===== src/rtl/core/vtp_pkg.sv =====
package vtp_pkg;

  localparam int TagW   = 8;
  localparam int CoordW = 16;
  localparam int ProdW  = 32;  // Q7.8 x Q5.10 product
  localparam int SumW   = 34;  // four products summed
  localparam int DivW   = 34;  // divisor |tw| and partial remainder
  localparam int NumW   = 48;  // dividend
  localparam int QuotW  = 15;  // quotient bits, one per divider stage
  localparam int ResW   = 13;
  localparam int HalfW  = 12;
  localparam int DepthW = 16;

  typedef enum logic [2:0] {
    RegRow0   = 3'd0,
    RegRow1   = 3'd1,
    RegRow2   = 3'd2,
    RegRow3   = 3'd3,
    RegWidth  = 3'd4,
    RegHeight = 3'd5
  } cfg_reg_e;

  typedef struct packed {
    logic w_zero;
    logic in_x;
    logic in_y;
    logic neg_z;
    logic sat_z;
  } vtp_flags_t;

endpackage


===== src/rtl/core/vtp_prep.sv =====
module vtp_prep import vtp_pkg::*; (
  input  logic                   clk_i,
  input  logic                   rst_ni,
  input  logic                   en_i,
  input  logic                   valid_i,
  input  logic [TagW-1:0]        tag_i,
  input  logic signed [SumW-1:0] t_i [4],
  input  logic [HalfW-1:0]       half_x_i,
  input  logic [HalfW-1:0]       half_y_i,
  output logic                   valid_o,
  output logic [TagW-1:0]        tag_o,
  output vtp_flags_t             flags_o,
  output logic [NumW-1:0]        n_o [3],
  output logic [DivW-1:0]        d_o
);

  logic signed [SumW:0] w_s, aw_s, ax_s, ay_s, tz_s, az_s;
  logic signed [SumW+1:0] sx_s, sy_s;
  logic wneg;
  vtp_flags_t flags_d, flags1_q, flags2_q;
  logic [SumW:0]   sx_q, sy_q;
  logic [DivW-1:0] az_q, aw_q, aw2_q;
  logic [NumW-1:0] n_q [3];
  logic [TagW-1:0] tag1_q, tag2_q;
  logic            v1_q, v2_q;

  // normalize signs so the divisor is not negative
  always_comb begin
    wneg = t_i[3] < 0;
    w_s  = (SumW+1)'(t_i[3]);
    aw_s = wneg ? -w_s : w_s;
    ax_s = wneg ? -(SumW+1)'(t_i[0]) : (SumW+1)'(t_i[0]);
    ay_s = wneg ? -(SumW+1)'(t_i[1]) : (SumW+1)'(t_i[1]);
    tz_s = (SumW+1)'(t_i[2]);
    az_s = (t_i[2] < 0) ? -tz_s : tz_s;
    sx_s = (SumW+2)'(ax_s) + (SumW+2)'(aw_s);
    sy_s = (SumW+2)'(ay_s) + (SumW+2)'(aw_s);
    flags_d.w_zero = (t_i[3] == '0);
    flags_d.in_x   = (ax_s <= aw_s) && (ax_s >= -aw_s);
    flags_d.in_y   = (ay_s <= aw_s) && (ay_s >= -aw_s);
    flags_d.neg_z  = (t_i[2] < 0) != wneg;
    flags_d.sat_z  = 1'b0;
  end

  always_ff @(posedge clk_i or negedge rst_ni) begin
    if (!rst_ni) begin
      v1_q <= 1'b0;
      v2_q <= 1'b0;
    end else if (en_i) begin
      v1_q <= valid_i;
      v2_q <= v1_q;
    end
  end

  always_ff @(posedge clk_i) begin
    if (en_i) begin
      sx_q     <= sx_s[SumW:0];
      sy_q     <= sy_s[SumW:0];
      az_q     <= az_s[DivW-1:0];
      aw_q     <= aw_s[DivW-1:0];
      flags1_q <= flags_d;
      tag1_q   <= tag_i;
      n_q[0]   <= NumW'(sx_q * half_x_i);
      n_q[1]   <= NumW'(sy_q * half_y_i);
      n_q[2]   <= NumW'({az_q, 12'b0});
      aw2_q    <= aw_q;
      tag2_q   <= tag1_q;
      flags2_q <= '{w_zero: flags1_q.w_zero, in_x: flags1_q.in_x, in_y: flags1_q.in_y,
                    neg_z: flags1_q.neg_z,
                    sat_z: ({3'b0, az_q} >= {aw_q, 3'b0})};
    end
  end

  assign valid_o = v2_q;
  assign tag_o   = tag2_q;
  assign flags_o = flags2_q;
  assign n_o     = n_q;
  assign d_o     = aw2_q;

endmodule


===== config.mk =====
export PLATFORM = sky130hd
export DESIGN_NAME = vtp_prep
export DESIGN_NICKNAME = d
export VERILOG_FILES = /design/src/rtl/core/vtp_pkg.sv /design/src/rtl/core/vtp_prep.sv
export SDC_FILE = /design/constraint.sdc
export NUM_CORES = 2
export LEC_CHECK = 0
export ABC_AREA = 1
export ABC_CLOCK_PERIOD_IN_PS = 5800
export BUFFER_PORTS_ARGS = -buffer_cell sky130_fd_sc_hd__buf_2
export CORE_UTILIZATION = 50
export CTS_BUF_LIST = sky130_fd_sc_hd__clkbuf_4 sky130_fd_sc_hd__clkbuf_8 sky130_fd_sc_hd__clkbuf_16
export CTS_CLUSTER_DIAMETER = 150
export DETAILED_ROUTE_END_ITERATION = 12
export PLACE_DENSITY = 0.64
export SYNTH_ARGS = -nofsm -noshare
export SYNTH_HDL_FRONTEND = slang
export SYNTH_SLANG_ARGS = --single-unit
export TNS_END_PERCENT = 1

===== constraint.sdc =====
create_clock -name clk_i -period 5.8 [get_ports clk_i]
set_clock_uncertainty 0.05 [all_clocks]
set_input_delay 0.29 -clock clk_i [delete_from_list [all_inputs] [get_ports clk_i]]
set_output_delay 0.29 -clock clk_i [all_outputs]
set_load 0.005 [all_outputs]

==> results.yml <==
route:
  vias_per_cell: 5.329
  vias: 43430
  drt_wl_total_um: 159500
  drc: 0
  wl_per_cell_um: 19.58
  ant_nets: 0
  drtIter0Drc: 3818
  drt_first_pass_iters: 6
floorplanning:
  io_pins: 364
  core-area_mm2: 0.09885
  start_util: 0.5069
  die_x_um: 318.6
  die-area_mm2: 0.1015
  num_rows: 115
  die_y_um: 318.6
sta:
  final-hold-violation-count: 0
  setup_violations: 0
  finalMaxSlewViolations: 0
  fmax_ghz: 0.1779
  worstMarginPinSlew_ps: 936.1
  period_share: 0.9694
  rsz0062_at_grt: "yes"
  slew_headroom: 0.3759
  finalCriticalPeriod_ps: 5623
clocking:
  cts.sinks: 327
  cts_tree: "yes"
  cts_root_buffer: "clkbuf_16"
  numCtsBuffers: 41
  htreeDepth: 2
  clk_path_buf_depth: 3
  clkLatencyLatePin_ps: 630
  clk_pin_slew_ps: 60
grt:
  track_usage: 0.3180
  grt_pass1_wl_um: 248300
  grt-ovfl-total: 0
  antenna_found_initial: 9
  grt_max_degree: 103
  first_global_vias: 43600
worst_setup_path:
  critPathMaxFanout: 8
  crit_required_ps: 6130
  critical_path_buf_inv_count: 6
  crit_family: "adder cells"
  r2r_slack_ps: 180
  critPathSlowestCell: "edfxtp_1"
  cp-end-kind: "register"
  worstPathArrival_ps: 5950
  cpPeakStageDelay_ps: 540
  path_class: "reg -> reg"
  start_kind: "register"
  crit_chain: "buf_4 -> nand2_1 -> inv_1 -> fa_1 -> fa_1 -> fa_1 -> fa_1 -> inv_1 -> fa_1 -> inv_1 -> ha_1 -> a21oi_1 -> o21ai_1 -> a21o_1 -> nor3_2 -> buf_4 -> o21ai_0 -> buf_4 -> nand2_1 -> nand2_1 -> nand2_1 -> nand2_1"
flow_run:
  cap_violations: 0
synth:
  synthFlopType: "edfxtp_1"
  async_flop_share: 0.006116
  yosysWarnings: 0
  synth_edf_count: 325
  synth.area.top_cells: "fa_1 (26%), edfxtp_1 (19%), nand2_1 (12%), inv_1 (11%), ha_1 (10%)"
  synth_top_area_frac: 0.2645
  synthCells: 6338
  synth_top_cell_by_area: "fa_1"
  synth_cell_types: 55
  yosysSeqAreaShare: 0.1958
  synthesis.area_mm2: 0.05011
  postSynthAreaPerCell_um2: 7.906
  ys_ff_latch: 327
place:
  place.gp.congestion: 1.018
  place_hpwl_um: 130500
  port_buffers: 347
layout:
  nets: 8072
  final_util: 0.5733
  drive_above_1_share: 0.1123
  syn_to_final_growth_pct: 13.10
  num-fill-cells: 9216
hold_path:
  hold_class: "in -> reg"
outcome:
  status: "finished, final reports clean"
[per-layer routing]
layer	track usage	wire length (µm)
met1	0.4406	69100
met2	0.5059	71520
met3	0.04808	12680
met4	0.1153	6196
met5	0	43
[cell usage after synthesis (5+ instances only)]
library cell / instances
nor3_1: 63
o211ai_1: 12
nor2_4: 15
edfxtp_1: 325
nor4_1: 32
a21o_1: 20
o21ai_1: 9
o21ai_0: 194
a21oi_1: 282
inv_1: 1433
and3_1: 5
xor2_1: 167
clkbuf_1: 179
o211a_1: 5
nand2_1: 1554
a211oi_1: 10
nand2_2: 23
nand3b_1: 15
xnor2_1: 70
ha_1: 412
a21boi_0: 6
nand4_1: 62
nand2_4: 8
o21bai_1: 21
or2_2: 5
nor2_1: 448
buf_4: 18
nand3_1: 180
fa_1: 662
a31oi_1: 18
nand3_2: 6
nor2_2: 13
inv_2: 14
[repair_timing]
| item | in CTS | in global routing |
|---|---|---|
| hold buffers | 42 | 0 |
| setup buffers | 2 | 74 |
| resized for setup | 1 | 21 |
| endpoints found under the setup margin | 3 | 33 |
| endpoints found under the hold margin | 43 | 0 |
[tightest hold or removal path: stages]
cell and delay [ps]:
buf_2 100, inv_1 120, xor2_1 80, inv_1 40
[placed cells by master (no fill, tap or decap), types with 17 or more instances in the layout]
cell / Yosys / final
nand2_1: 1554 / 1554
inv_1: 1433 / 1432
fa_1: 662 / 662
nor2_1: 448 / 444
ha_1: 412 / 411
buf_2: 3 / 345
edfxtp_1: 325 / 325
a21oi_1: 282 / 277
buf_4: 18 / 220
o21ai_0: 194 / 188
nand3_1: 180 / 180
xor2_1: 167 / 167
xnor2_1: 70 / 70
nor3_1: 63 / 62
nand4_1: 62 / 62
dlygate4sd3_1: 0 / 42
clkbuf_16: 0 / 41
nor4_1: 32 / 30
buf_12: 0 / 24
nand2_2: 23 / 23
a21o_1: 20 / 20
o21bai_1: 21 / 20
a31oi_1: 18 / 18
conb_1: 2 / 18
nor2_2: 13 / 17
[logic make-up after synthesis]
group,count (synthesis),share of synthesized area
DFF,327,0.1958
buffers and inverters,1651,0.1256
other,2,0.0001499
AOI/OAI and AO/OA,604,0.06662
and+or+nand+nor,2443,0.2031
adders and majority gates,1074,0.3673
xor gates and xnor gates,237,0.04142
[layout make-up]
class	count	area (µm²)	area share
inverters	1448	5436	0.09592
diodes	8	20.02	0.0003532
flip-flops and latches	327	9809	0.1731
multi-input cells	4376	34130	0.6021
repair buffers	632	4294	0.07577
clock inverters	20	277.8	0.004901
clock buffers	51	1101	0.01943
well taps	1287	1610	0.02841
[flip-flops by register name, indices dropped and copies added (netlist names), 4 cells and up]
register  cells
n_o         128
az_q         34
tag_o         8
tag1_q        8
flags_o       5
flags1_q      4
aw_q         34
d_o          34
sy_q         35
sx_q         35
[final timing paths]
| kind | from | to | cells after the start |
|---|---|---|---|
| setup / recovery | sy_q[11]$_DFFE_PP_ | n_o[85]$_DFFE_PP_ | 22 |
| hold / removal | t_i[36] | az_q[2]$_DFFE_PP_ | 4 |
| setup reg to reg | sy_q[11]$_DFFE_PP_ | n_o[85]$_DFFE_PP_ | 22 |
| hold reg to reg | tag1_q[4]$_DFFE_PP_ | tag_o[4]$_DFFE_PP_ | 0 |
| max in group asynchronous | rst_ni | v1_q$_DFFE_PN0P_ | 3 |
| min in group asynchronous | rst_ni | valid_o$_DFFE_PN0P_ | 3 |
[stage by stage]
stage / TNS (ps) / instances / hold WS, ps / worst slack [ps] / cell area, µm²
detailed placement: -404.3 / 7952 / 32.48 / -235.4 / 54200
global route: -40.81 / 8148 / 56.94 / -19.71 / 56670
finish: 0 / 8149 / 59.84 / 177.3 / 56670
CTS: 0 / 8067 / 19.36 / 13.89 / 56020
floorplan: 0 / 6354 / -55.59 / 501.6 / 50170
global placement: -452.8 / 7952 / 28.66 / -339.6 / 54200
Power is left out: the tool's default activity adds up to more than one toggle a clock period on the data nets, which glitch-free logic cannot reach.
